[config.mk]
export PLATFORM = sky130hd
export DESIGN_NAME = control_code_text_filter_flat
export DESIGN_NICKNAME = d
export VERILOG_FILES = /design/src/hdl/ccf_pkg.sv /design/src/hdl/ccf_in_if.sv /design/src/hdl/ccf_out_if.sv /design/src/hdl/ccf_decide.sv /design/src/hdl/control_code_text_filter.sv /design/src/flat_wrapper.sv
export SDC_FILE = /design/constraint.sdc
export NUM_CORES = 1
export LEC_CHECK = 0
export BUFFER_PORTS_ARGS = -buffer_cell sky130_fd_sc_hd__buf_4
export CORE_MARGIN = 2
export CORE_UTILIZATION = 48
export DETAILED_ROUTE_END_ITERATION = 8
export GPL_ROUTABILITY_DRIVEN = 0
export PLACE_DENSITY = 0.68
export SYNTH_ARGS = -nofsm -noshare
export SYNTH_HDL_FRONTEND = slang
export SYNTH_SLANG_ARGS = --single-unit
[constraint.sdc]
create_clock -name clk -period 2.5 [get_ports clk]
set_input_delay 0.25 -clock clk [delete_from_list [all_inputs] [get_ports clk]]
set_output_delay 0.25 -clock clk [all_outputs]
set_load 0.05 [all_outputs]
[src/hdl/ccf_pkg.sv]
// shared types and constants for the control code text filter
// no dependencies; used by ccf_decide, control_code_text_filter, ccf_clean_checker and testbench

package ccf_pkg;

  localparam int unsigned MAX_KEPT_DEF = 1023;

  localparam logic [7:0] CH_CTRLA = 8'h01;
  localparam logic [7:0] CH_TAB   = 8'h09;
  localparam logic [7:0] CH_LF    = 8'h0A;
  localparam logic [7:0] CH_CR    = 8'h0D;
  localparam logic [7:0] CH_SP    = 8'h20;

  // per-string flags; the kept byte count lives beside it since its width is a parameter
  typedef struct packed {
    logic [7:0] prev_raw;
    logic       have_prev;
    logic       last_sp;
    logic       skip_next;
    logic       cr_pending;
  } flt_state_t;

  typedef struct packed {
    logic [7:0] chr;
    logic       keep;
    logic       overflow;
  } flt_result_t;

  function automatic logic is_alnum(input logic [7:0] c);
    return (c >= 8'h30 && c <= 8'h39) || (c >= 8'h41 && c <= 8'h5A) ||
           (c >= 8'h61 && c <= 8'h7A);
  endfunction

endpackage

[src/hdl/ccf_in_if.sv]
// input channel of the filter: one raw byte per request
// no dependencies

interface ccf_in_if;
  logic       valid;
  logic       ready;
  logic [7:0] in_char;
  logic       in_last;

  modport source (output valid, output in_char, output in_last, input ready);
  modport sink   (input valid, input in_char, input in_last, output ready);
endinterface

[src/hdl/ccf_out_if.sv]
// result channel of the filter: one result per input byte
// no dependencies

interface ccf_out_if;
  logic       valid;
  logic       ready;
  logic [7:0] out_char;
  logic       out_keep;
  logic       out_last;
  logic       out_overflow;

  modport source (output valid, output out_char, output out_keep, output out_last,
                  output out_overflow, input ready);
  modport sink   (input valid, input out_char, input out_keep, input out_last,
                  input out_overflow, output ready);
endinterface

[src/hdl/ccf_decide.sv]
// per-byte decision logic: next state and result for one byte
// depends on ccf_pkg

module ccf_decide #(
  parameter int unsigned MAX_KEPT = ccf_pkg::MAX_KEPT_DEF,
  localparam int unsigned CNT_W = $clog2(MAX_KEPT + 1)
) (
  input  ccf_pkg::flt_state_t  st,
  input  logic [CNT_W-1:0]     cnt,
  input  logic [7:0]           c,
  input  logic                 last,
  output ccf_pkg::flt_state_t  st_nxt,
  output logic [CNT_W-1:0]     cnt_nxt,
  output ccf_pkg::flt_result_t res
);

  localparam logic [CNT_W-1:0] CNT_MAX = CNT_W'(MAX_KEPT);

  always_comb begin
    logic       handled;
    logic       emit_req;
    logic [7:0] emit_c;
    logic       blank;

    handled  = 1'b0;
    emit_req = 1'b0;
    emit_c   = ccf_pkg::CH_SP;
    st_nxt   = st;
    cnt_nxt  = cnt;
    res      = '0;
    // unsigned compare against a space; high bit set counts as blank too
    blank    = (c <= ccf_pkg::CH_SP) || c[7];

    if (st.skip_next) begin
      st_nxt.skip_next = 1'b0;
      handled = 1'b1;
    end else if (st.cr_pending) begin
      st_nxt.cr_pending = 1'b0;
      if (c == ccf_pkg::CH_LF) begin
        emit_req = 1'b1;
        handled  = 1'b1;
      end
    end

    if (!handled) begin
      priority if (c == ccf_pkg::CH_CTRLA) begin
        st_nxt.skip_next = 1'b1;
      end else if (blank && st.last_sp) begin
        emit_req = 1'b0;
      end else if (st.have_prev && !ccf_pkg::is_alnum(c) && c == st.prev_raw) begin
        emit_req = 1'b0;
      end else if (c >= ccf_pkg::CH_SP) begin
        emit_req = 1'b1;
        emit_c   = c;
      end else if (c == ccf_pkg::CH_TAB) begin
        emit_req = 1'b1;
      end else if (c == ccf_pkg::CH_CR && !last) begin
        st_nxt.cr_pending = 1'b1;
      end else begin
        emit_req = 1'b0;
      end
    end

    if (emit_req) begin
      if (cnt == CNT_MAX) begin
        res.overflow = 1'b1;
      end else begin
        cnt_nxt        = cnt + 1'b1;
        st_nxt.last_sp = (emit_c == ccf_pkg::CH_SP);
        res.chr        = emit_c;
        res.keep       = 1'b1;
      end
    end

    st_nxt.prev_raw  = c;
    st_nxt.have_prev = 1'b1;

    if (last) begin
      st_nxt  = '0;
      cnt_nxt = '0;
    end
  end

endmodule

[src/hdl/control_code_text_filter.sv]
// a byte enters the input register; its result is registered in the result register
// one byte per cycle if not stalled; set by one decision stage and its state loop
// a full result register does not block the input register while it has room
// reset: synchronous active-low rst_n clears both valid flags, string state and count
// top level of the filter; depends on ccf_pkg, ccf_in_if, ccf_out_if and ccf_decide

module control_code_text_filter #(
  parameter int unsigned MAX_KEPT = ccf_pkg::MAX_KEPT_DEF
) (
  input  logic             clk,
  input  logic             rst_n,
  ccf_in_if.sink           in_if,
  ccf_out_if.source        out_if
);

  localparam int unsigned CNT_W = $clog2(MAX_KEPT + 1);

  logic                 s1_valid_r;
  logic [7:0]           s1_char_r;
  logic                 s1_last_r;
  logic                 out_valid_r;
  logic [7:0]           out_char_r;
  logic                 out_keep_r;
  logic                 out_last_r;
  logic                 out_ovf_r;
  ccf_pkg::flt_state_t  st_r;
  ccf_pkg::flt_state_t  st_nxt;
  logic [CNT_W-1:0]     cnt_r;
  logic [CNT_W-1:0]     cnt_nxt;
  ccf_pkg::flt_result_t res;
  logic                 s2_ready;
  logic                 adv;
  logic                 in_take;

  assign s2_ready = !out_valid_r || out_if.ready;
  assign adv      = s1_valid_r && s2_ready;
  assign in_take  = in_if.valid && in_if.ready;

  assign in_if.ready = !s1_valid_r || s2_ready;

  ccf_decide #(.MAX_KEPT(MAX_KEPT)) u_decide (
    .st     (st_r),
    .cnt    (cnt_r),
    .c      (s1_char_r),
    .last   (s1_last_r),
    .st_nxt (st_nxt),
    .cnt_nxt(cnt_nxt),
    .res    (res)
  );

  always_ff @(posedge clk) begin
    if (!rst_n) begin
      s1_valid_r  <= 1'b0;
      out_valid_r <= 1'b0;
      st_r        <= '0;
      cnt_r       <= '0;
    end else begin
      if (in_if.ready) begin
        s1_valid_r <= in_if.valid;
      end
      if (s2_ready) begin
        out_valid_r <= s1_valid_r;
      end
      // state only moves when a request leaves the input register
      if (adv) begin
        st_r  <= st_nxt;
        cnt_r <= cnt_nxt;
      end
    end
  end

  always_ff @(posedge clk) begin
    if (in_take) begin
      s1_char_r <= in_if.in_char;
      s1_last_r <= in_if.in_last;
    end
    if (adv) begin
      out_char_r <= res.chr;
      out_keep_r <= res.keep;
      out_last_r <= s1_last_r;
      out_ovf_r  <= res.overflow;
    end
  end

  assign out_if.valid        = out_valid_r;
  assign out_if.out_char     = out_char_r;
  assign out_if.out_keep     = out_keep_r;
  assign out_if.out_last     = out_last_r;
  assign out_if.out_overflow = out_ovf_r;

  a_cnt_bound: assert property (@(posedge clk) disable iff (!rst_n)
    cnt_r <= CNT_W'(MAX_KEPT))
    else $error("kept count beyond limit");

  a_end_clears: assert property (@(posedge clk) disable iff (!rst_n)
    (adv && s1_last_r) |=> (st_r == '0 && cnt_r == '0))
    else $error("state not cleared after last byte");

  a_keep_xor_ovf: assert property (@(posedge clk) disable iff (!rst_n)
    out_valid_r |-> !(out_keep_r && out_ovf_r))
    else $error("result both kept and overflowed");

  a_drop_zero: assert property (@(posedge clk) disable iff (!rst_n)
    (out_valid_r && !out_keep_r) |-> (out_char_r == 8'h00))
    else $error("dropped result carries a byte");

  a_skip_cr: assert property (@(posedge clk) disable iff (!rst_n)
    !(st_r.skip_next && st_r.cr_pending))
    else $error("skip and pending cr both set");

endmodule

[src/flat_wrapper.sv]
// flat-port wrapper written by rule: the top's interface ports become plain ports
module control_code_text_filter_flat 
#(
  parameter int unsigned MAX_KEPT = ccf_pkg::MAX_KEPT_DEF
)
  (clk, rst_n, in_if_valid, in_if_in_char, in_if_in_last, in_if_ready, out_if_valid, out_if_out_char, out_if_out_keep, out_if_out_last, out_if_out_overflow, out_if_ready);
  ccf_in_if in_if_i ();
  ccf_out_if out_if_i ();
  input  logic clk;
  input  logic rst_n;
  input wire logic [$bits(in_if_i.valid)-1:0] in_if_valid;
  input wire logic [$bits(in_if_i.in_char)-1:0] in_if_in_char;
  input wire logic [$bits(in_if_i.in_last)-1:0] in_if_in_last;
  output wire logic [$bits(in_if_i.ready)-1:0] in_if_ready;
  output wire logic [$bits(out_if_i.valid)-1:0] out_if_valid;
  output wire logic [$bits(out_if_i.out_char)-1:0] out_if_out_char;
  output wire logic [$bits(out_if_i.out_keep)-1:0] out_if_out_keep;
  output wire logic [$bits(out_if_i.out_last)-1:0] out_if_out_last;
  output wire logic [$bits(out_if_i.out_overflow)-1:0] out_if_out_overflow;
  input wire logic [$bits(out_if_i.ready)-1:0] out_if_ready;
  assign in_if_i.valid = in_if_valid;
  assign in_if_i.in_char = in_if_in_char;
  assign in_if_i.in_last = in_if_in_last;
  assign in_if_ready = in_if_i.ready;
  assign out_if_valid = out_if_i.valid;
  assign out_if_out_char = out_if_i.out_char;
  assign out_if_out_keep = out_if_i.out_keep;
  assign out_if_out_last = out_if_i.out_last;
  assign out_if_out_overflow = out_if_i.out_overflow;
  assign out_if_i.ready = out_if_ready;
  control_code_text_filter #(.MAX_KEPT(MAX_KEPT)) u_core (.clk(clk), .rst_n(rst_n), .in_if(in_if_i), .out_if(out_if_i));
endmodule
After elaboration in Yosys (flattened, before gate mapping) --
Index checks and enable logic that the tools add are counted.
Storage, ports and cells: ROM bits 0, RAM bits 0, memories 0, logic and storage cells 86, bits in latches 0, flip-flop bits (word level) 44
Operators by class: add/sub/neg operators 1, magnitude comparators 8, reduce and logical (&&, ||, !) cells 21, divide/modulo/power cells 0, eq/ne operators 8, shift-type cells 0, bitwise gates (word level) 1, muxes and demuxes 33, $mul 0
Operators by type and width (number):
- 8-bit 2-to-1 mux | 5
- 10-bit 2-to-1 mux | 3
- 8-bit by 4-bit == test with 1-bit output, second input constant | 3
- 1-bit 2-to-1 mux | 23
- 8-bit by 6-bit >= comparator with 1-bit output, second input constant | 2
- 8-bit by 7-bit >= comparator with 1-bit output, second input constant | 2
- 8-bit by 6-bit less-or-equal comparator with 1-bit output, second input constant | 2
- 8-bit by 7-bit less-or-equal comparator with 1-bit output, second input constant | 2
- 12-bit 2-to-1 mux | 1
- 10-bit by 1-bit adder with 10-bit output, second input constant | 1
- 10-bit == test, second input constant | 1
- 1-bit logical AND | 9
- 8-bit by 1-bit == test with 1-bit output, second input constant | 1
- 8-bit by 6-bit == test with 1-bit output, second input constant | 1
- 8-bit == test | 1
- 1-bit logical OR | 5
- 1-bit logical NOT | 4
- 3-bit AND reduction | 1
- 2-bit 2-to-1 mux | 1
- 2-bit by 1-bit != test with 1-bit output, second input constant | 1
- 2-bit nonzero test | 1
- 2-bit OR reduction | 1
- 1-bit inverter | 1

Logic depth before layout (Yosys ltp) --
Gate-level depths: netlist of run 1.
word-level depth 15, gate-level depth with buffers 9, gate-level depth less buffers 8

Modules after synthesis --
From an unflattened synthesis of run 1, not the netlist that was laid out.
Unflattened totals: cell total of the unflattened synthesis 262, area total of the unflattened synthesis 2497.4 µm²
Modules (own cells, without submodules):
- control_code_text_filter | cells an instance 125, times used 1, sequential area each 1081.0 µm², area an instance 1592.8 µm²
- ccf_decide | cells an instance 137, times used 1, sequential area each 0.0 µm², area an instance 904.6 µm²

Worst setup path before layout of run 1 --
Ideal clock, no wire load.
kind reg2reg, start register u_core.out_valid_r, in the netlist u_core.out_if.valid, end register u_core.cnt_r[8], required time 2422 ps, clock period less this slack 2177 ps, stages on the path, launching flop included 8, data arrival time 2099 ps, setup time 78 ps, path buffers 0, slack 323 ps, cell sequence dfxtp_1 -> nand2b_1 -> nand2_1 -> clkinv_1 -> and3_1 -> and4_1 -> and4b_1 -> nor3_1
On the way: longest elaborated chain between the ends 4
Ends and longest elaborated chain:
- from (decl) | RTL line control_code_text_filter.sv:21 | logic out_valid_r;
- from (signal assigned) | RTL line control_code_text_filter.sv:62 | out_valid_r <= s1_valid_r;
- 1-bit logical NOT | RTL line control_code_text_filter.sv:35 | assign s2_ready = !out_valid_r || out_if.ready;
- 1-bit logical OR | RTL line control_code_text_filter.sv:35
- 1-bit logical AND | RTL line control_code_text_filter.sv:36 | assign adv = s1_valid_r && s2_ready;
- net u_core.adv | RTL line control_code_text_filter.sv:32 | logic adv;
- 3-bit AND reduction (no source line)
- to (signal assigned) | RTL line control_code_text_filter.sv:67 | cnt_r <= cnt_nxt;
- to (decl) | RTL line control_code_text_filter.sv:28 | logic [CNT_W-1:0] cnt_r;
The timed path passes the listed nets, and every way through them passes these cells. A chain may end at the register's enable or synchronous reset.

Final worst setup path of run 1 --
start register u_core.s1_char_r[7], end register u_core.cnt_r[9]
On the way: longest elaborated chain between the ends 13, elaborated cells on any way between the ends 37, those cells by class order compare (8); eq/ne (5); mux (11); reduce/logical (13)
Ends and longest elaborated chain:
- from (decl) | RTL line control_code_text_filter.sv:19 | logic [7:0] s1_char_r;
- from (signal assigned) | RTL line control_code_text_filter.sv:74 | s1_char_r <= in_if.in_char;
- 8-bit by 4-bit == test with 1-bit output, or another cell as far along | RTL line ccf_decide.sv:39 | if (c == ccf_pkg::CH_LF) begin
- 1-bit 2-to-1 mux or 1-bit logical AND (tied branches) | RTL line ccf_decide.sv:39, ccf_pkg.sv:30
- 1-bit 2-to-1 mux or 1-bit logical OR (tied branches) | RTL line ccf_decide.sv:37, ccf_pkg.sv:30
- 1-bit 2-to-1 mux or 1-bit logical OR (tied branches) | RTL line ccf_decide.sv:34, ccf_pkg.sv:30
- 1-bit 2-to-1 mux or 1-bit logical NOT (tied branches) | RTL line ccf_decide.sv:57, ccf_decide.sv:50
- 1-bit 2-to-1 mux or 1-bit logical AND (tied branches) | RTL line ccf_decide.sv:55, ccf_decide.sv:50
- 1-bit 2-to-1 mux or 1-bit logical AND (tied branches) | RTL line ccf_decide.sv:52, ccf_decide.sv:50
- 1-bit 2-to-1 mux | RTL line ccf_decide.sv:50 | end else if (st.have_prev && !ccf_pkg::is_alnum(c) && c == st.prev_raw) begin
- 1-bit 2-to-1 mux | RTL line ccf_decide.sv:48 | end else if (blank && st.last_sp) begin
- 1-bit 2-to-1 mux | RTL line ccf_decide.sv:46 | priority if (c == ccf_pkg::CH_CTRLA) begin
- 1-bit 2-to-1 mux (*) | RTL line ccf_decide.sv:45 | if (!handled) begin
- 2-bit nonzero test (no source line) (*)
- 3-bit AND reduction (no source line) (*)
Mark *: on every way between the ends. The rest lies on a longest branch, timed or not.

==> impl_metrics.env, run 1 <==
export IMPL_finalHoldViolCount=0
export IMPL_fillerInstances=361
export IMPL_ant_nets=0
export IMPL_synth_flop_cell="dfxtp_1"
export IMPL_synth_fp_nets=221
export IMPL_ys_warn_count=0
export IMPL_final_common_cell="buf_4"
export IMPL_critical_path_arrival_ns=2.58
export IMPL_postSynthAreaPerCell_um2=9.92
export IMPL_critPathRequiredTime_ns=2.74
export IMPL_dieArea_um2=4820
export IMPL_crit_path_max_fanout=8
export IMPL_max_clock_path_buffers=2
export IMPL_crit_path_end_kind="flop"
export IMPL_ioPinCount=26
export IMPL_startpoint_type="flop"
export IMPL_routed_via_density=5.72
export IMPL_cts_setup_buffers=0
export IMPL_overflow=0
export IMPL_grtUsageTotal_pct=17.2
export IMPL_first_global_vias=1424
export IMPL_whs_path_depth=1
export IMPL_dp_cells=280
export IMPL_cts_root_buffer="clkbuf_8"
export IMPL_r2r_setup_slack_ns=0.15
export IMPL_synth_seq_area_share_pct=52.6
export IMPL_min_to="u_core.s1_char_r[3]$_DFFE_PP_"
export IMPL_htree_levels=2
export IMPL_worst_r2r_cell_count=7
export IMPL_drc=0
export IMPL_hpwl_mm=2.91
export IMPL_cts_resized=0
export IMPL_synth_seq_cells=44
export IMPL_worstSkewPairLatency_ns=0.30
export IMPL_tightest_slew_ns=0.611
export IMPL_placementRows=23
export IMPL_antenna_diode_count=0
export IMPL_r2r_end="u_core.cnt_r[9]$_SDFFE_PN0P_"
export IMPL_status="completed"
export IMPL_cts_hold_buf=0
export IMPL_finalSetupViolCount=0
export IMPL_grt_pass1_wl_mm=6.67
export IMPL_rsz0062_at_grt="no"
export IMPL_dieHeight_um=69.4
export IMPL_cts_buffers=5
export IMPL_synth_area_um2=2050
export IMPL_hold_class="input port to flop"
export IMPL_stdcell_count=288
export IMPL_postSynth_asyncResetShare_pct=0
export IMPL_slew_viol_final=0
export IMPL_synth_cell_types=49
export IMPL_cts_clk_slew_worst_paths_ns=0.09
export IMPL_synthCells=207
export IMPL_cap_violations=0
export IMPL_die_x_um=69.4
export IMPL_final_cell_mix="buf_4, dfxtp_1, nor2_1"
export IMPL_fin_nets=251
export IMPL_max_slew_margin_pct=59.0
export IMPL_grt_start_max_net_pins=19
export IMPL_drtPass1Iterations=4
export IMPL_r2r_start="u_core.s1_char_r[7]$_DFFE_PP_"
export IMPL_synth_edf_count=20
export IMPL_numPortBuffers=25
export IMPL_timing_final_crit_share_pct=93.9
export IMPL_vdd_drop_max_uv=491
export IMPL_core_area_um2=4060
export IMPL_max_freq_mhz=426
export IMPL_initial_utilization_pct=50.6
export IMPL_antenna_found_initial=0
export IMPL_routed_via_count=1647
export IMPL_fin_setup_tns_ns=0
export IMPL_area_growth_pct=18.0
export IMPL_drt_iter0_markers=96
export IMPL_routed_wl_mm=4.02
export IMPL_tritoncts="yes"
export IMPL_numClockSinks=44
export IMPL_worstHoldStart="in_if_in_char[3]"
export IMPL_drive_gt1_share_pct=19.3
export IMPL_p_leak_nw=0.909
export IMPL_period_minus_slack_ns=2.35
export IMPL_critPathLaunch="u_core.s1_char_r[7]$_DFFE_PP_"
export IMPL_crit_type="flop to flop"
export IMPL_power_density_nw_per_um2=622
export IMPL_fin_skew_ns=0.0102
export IMPL_wl_per_cell_um=14.0
[metal layers]
metal	track usage, %	part of all wire (%)
met1	24.4	48
met2	24.8	44
met3	4.36	6.0
met4	7.63	2.5
met5	0	0
[power by group]
part	switching [mW]	total [mW]	internal, mW
clock network	0.239	0.535	0.297
logic	0.104	0.163	0.0597
registers	0.0257	0.808	0.782
total	0.368	1.51	1.14
[cell usage after synthesis, drive strengths merged, types with 7 or more instances]
library cell	number	area share, %
a21oi	16	3.9
dfxtp	24	23
edfxtp	20	29
inv	11	2.0
nand2	14	2.6
nand2b	7	2.1
nand3	7	1.7
nor2	22	4.1
nor3	9	2.2
o21ai	8	2.5
xnor2	8	3.4
[state kept, by name, indices dropped and copies added, names as in the netlist]
name	count
u_core.out_if.out_keep	1
u_core.cnt_r	10
u_core.s1_valid_r	1
u_core.out_if.out_last	1
u_core.st_r	12
u_core.s1_char_r	8
u_core.s1_last_r	1
u_core.out_if.out_overflow	1
u_core.out_if.valid	1
u_core.out_if.out_char	8
[kinds of logic after synthesis]
family                     after synthesis  synth area share [%]
AOI/OAI and AO/OA                       46                  16.1
DFF                                     44                  52.6
and+or+nand+nor                         87                  22.1
xor gates and xnor gates                 9                  3.84
muxes                                    3                  1.46
buffers and inverters                   17                  3.29
adders and majority gates                1                 0.609
[area by class of cell]
class                           count  area (um^2)  area share (%)
Clock buffer                        6         72.6            2.99
Tap cell                           50         62.6            2.58
Multi-Input combinational cell    146          917            37.8
Inverter                           12         45.0            1.86
Timing Repair Buffer               28          210            8.67
Clock inverter                      2         35.0            1.45
Sequential cell                    44         1080            44.6
[per-stage QoR]
| step | area, um^2 | setup slack, ns | power (mW) | utilization (%) | hold slack (ns) |
|---|---|---|---|---|---|
| finish | 2420 | 0.153 | 1.51 | 59.7 | 0.124 |
| global route | 2420 | 0.00359 | 1.56 | 59.7 | 0.112 |
| CTS | 2410 | 0.128 | 1.52 | 59.5 | 0.115 |
| detailed placement | 2300 | 0.148 | 0.986 | 56.8 | 0.429 |
| global placement | 2300 | 0.234 | 0.985 | 56.8 | 0.428 |
| floorplan | 2050 | 0.323 | 0.929 | - | 0.349 |
[how the worst max path moves through the flow]
stage / endpoint / slack (ns) / cells after the start
5_1_grt: u_core.cnt_r[9]$_SDFFE_PN0P_ / 0.004 / 7
2_1_floorplan: u_core.cnt_r[8]$_SDFFE_PN0P_ / 0.32 / 7
4_1_cts: u_core.out_if.out_char[2]$_SDFFCE_PP0P_ / 0.13 / 7
3_3_place_gp: u_core.out_if.out_char[1]$_SDFFCE_PP0P_ / 0.23 / 7
6_report: u_core.cnt_r[9]$_SDFFE_PN0P_ / 0.15 / 7
3_5_place_dp: u_core.out_if.out_char[2]$_SDFFCE_PP0P_ / 0.15 / 7
[worst max-delay path: stages, from the launching register on]
cell,delay [ns]
edfxtp_1,0.49
nor3_1,0.57
nand4_1,0.28
nor3_1,0.23
a22o_1,0.20
a31oi_4,0.06
or3_1,0.32
a21oi_1,0.14
No activity file was read; power rests on OpenSTA's default activity.
==> run 2, diff against run 1 <==
CORE_ASPECT_RATIO = 0.7   (was default)
==> impl_metrics.env, run 2 (synthesis gave the netlist of run 1 again) <==
export IMPL_fin_ws_ns=0.163
export IMPL_p_seq_share_pct=53.0
export IMPL_startpoint_type="flop"
export IMPL_grt_start_max_net_pins=19
export IMPL_hold_class="input port to flop"
export IMPL_r2r_setup_slack_ns=0.16
export IMPL_finalHoldViolCount=0
export IMPL_drtPass1Iterations=4
export IMPL_dpl_instance_area_um2=2310
export IMPL_initial_utilization_pct=51.1
export IMPL_crit_path_end_kind="flop"
export IMPL_hpwl_mm=3.00
export IMPL_power_density_nw_per_um2=628
export IMPL_fin_nets=251
export IMPL_fin_setup_tns_ns=0
export IMPL_drt_iter0_markers=149
export IMPL_routed_wl_mm=4.11
export IMPL_power_internal_mw=1.16
export IMPL_overflow=0
export IMPL_grtUsageTotal_pct=19.0
export IMPL_timing_final_crit_share_pct=93.5
export IMPL_htree_levels=2
export IMPL_crit_type="flop to flop"
export IMPL_tightest_slew_ns=0.563
export IMPL_cts_root_buffer="clkbuf_8"
export IMPL_ant_nets=0
export IMPL_cts_setup_buffers=0
export IMPL_critPathRequiredTime_ns=2.65
export IMPL_dp_slack_ns=0.147
export IMPL_core_area_um2=4020
export IMPL_net_switching_power_mw=0.362
export IMPL_clkPwrFrac_pct=36.3
export IMPL_antenna_found_initial=0
export IMPL_dieArea_um2=4830
export IMPL_p_leak_nw=0.911
export IMPL_placementRows=19
export IMPL_final_cell_mix="buf_4, dfxtp_1, nor2_1"
export IMPL_routed_via_count=1615
export IMPL_top_register="u_core.st_r"
export IMPL_min_to="u_core.s1_last_r$_DFFE_PP_"
export IMPL_area_growth_pct=18.3
export IMPL_crit_path_max_fanout=7
export IMPL_finalSetupViolCount=0
export IMPL_whs_path_depth=1
export IMPL_final_common_cell="buf_4"
export IMPL_period_minus_slack_ns=2.34
export IMPL_rsz0062_at_grt="no"
export IMPL_max_slew_margin_pct=62.2
export IMPL_wl_per_cell_um=14.2
export IMPL_die_x_um=82.2
export IMPL_drc=0
export IMPL_ioPinCount=26
export IMPL_tritoncts="yes"
export IMPL_antenna_diode_count=0
export IMPL_reg_top3="u_core.st_r: 12 flops, u_core.cnt_r: 10 flops"
export IMPL_worstHoldStart="in_if_in_last"
export IMPL_dieHeight_um=58.7
export IMPL_cap_violations=0
export IMPL_routed_via_density=5.57
export IMPL_cts_clk_slew_worst_paths_ns=0.08
export IMPL_numPortBuffers=25
export IMPL_slew_viol_final=0
export IMPL_power_share_switching_pct=23.7
export IMPL_worst_r2r_cell_count=8
export IMPL_max_clock_path_buffers=2
export IMPL_combPwrFrac_pct=10.6
export IMPL_cts_buffers=5
export IMPL_vdd_drop_max_uv=354
export IMPL_critical_path_arrival_ns=2.49
export IMPL_drive_gt1_share_pct=18.9
export IMPL_largest_reg_flops=12
export IMPL_max_freq_mhz=428
export IMPL_r2r_start="u_core.s1_char_r[4]$_DFFE_PP_"
export IMPL_grt_pass1_wl_mm=6.78
export IMPL_numClockSinks=44
export IMPL_r2r_end="u_core.out_if.out_char[3]$_SDFFCE_PP0P_"
export IMPL_fin_skew_ns=0.00649
export IMPL_cts_hold_buf=0
export IMPL_design_area_um2=2430
export IMPL_worstSkewPairLatency_ns=0.29
export IMPL_first_global_vias=1441
export IMPL_status="completed"
## run 2: cell counts in the layout (fill, tap and decap cells not counted)
No cell type changed its count.
## run 2: layer usage
metal / up-vias / track usage, % / wire (um)
li1: 815 / - / -
met1: 735 / 27.6 / 2160
met2: 57 / 25.8 / 1600
met3: 8 / 6.60 / 303
met4: 0 / 7.62 / 46
met5: - / 0 / 0
## run 2: per-stage QoR
step / hold WS [ns] / total power [mW] / utilization (%) / instances
global placement: 0.428 / 0.986 / 57.4 / 282
global route: 0.104 / 1.58 / 60.5 / 290
floorplan: 0.349 / 0.929 / - / 207
detailed placement: 0.429 / 0.987 / 57.4 / 282
finish: 0.125 / 1.53 / 60.5 / 290
CTS: 0.114 / 1.54 / 60.3 / 290
## run 2: critical path: stages (launching register included)
cell,delay (ns)
edfxtp_1,0.52
nor3b_1,0.47
a21oi_1,0.13
a311oi_1,0.28
o21a_2,0.26
o21ai_4,0.10
inv_2,0.12
nand3_1,0.17
nor2_1,0.14
## run 2: cell type report
class	count	area, um^2
clock buffer	6	82.6
clock inverter	2	33.8
fill	354	1590
inverter	12	45.0
multi-input combinational	146	912
sequential	44	1080
tap	52	65.1
timing repair buffer	28	210
## run 2: power groups by stage
stage	Combinational [mW]	Clock, mW	Sequential, mW
global route	0.177	0.594	0.813
floorplan	0.0793	0	0.850
global placement	0.162	0	0.824
finish	0.162	0.554	0.809
CTS	0.163	0.569	0.808
detailed placement	0.162	0	0.825
## run 2: timing repair
action,4_1_cts,5_1_grt
endpoints found under the setup margin,0,5
hold endpoints to repair,0,0
resized for setup,0,1
## run 2: how the worst max path moves through the flow
stage | cells after the start | endpoint | from
after detailed placement | 7 | u_core.out_if.out_char[3]$_SDFFCE_PP0P_ | u_core.s1_char_r[7]$_DFFE_PP_
after global routing | 8 | u_core.out_if.out_char[4]$_SDFFCE_PP0P_ | u_core.s1_char_r[7]$_DFFE_PP_
after CTS | 7 | u_core.out_if.out_char[3]$_SDFFCE_PP0P_ | u_core.s1_char_r[7]$_DFFE_PP_
after global placement | 7 | u_core.out_if.out_char[0]$_SDFFCE_PP0P_ | u_core.s1_char_r[7]$_DFFE_PP_
final | 8 | u_core.out_if.out_char[3]$_SDFFCE_PP0P_ | u_core.s1_char_r[4]$_DFFE_PP_
after floorplan | 7 | u_core.cnt_r[8]$_SDFFE_PN0P_ | u_core.out_if.valid$_SDFFE_PN0P_
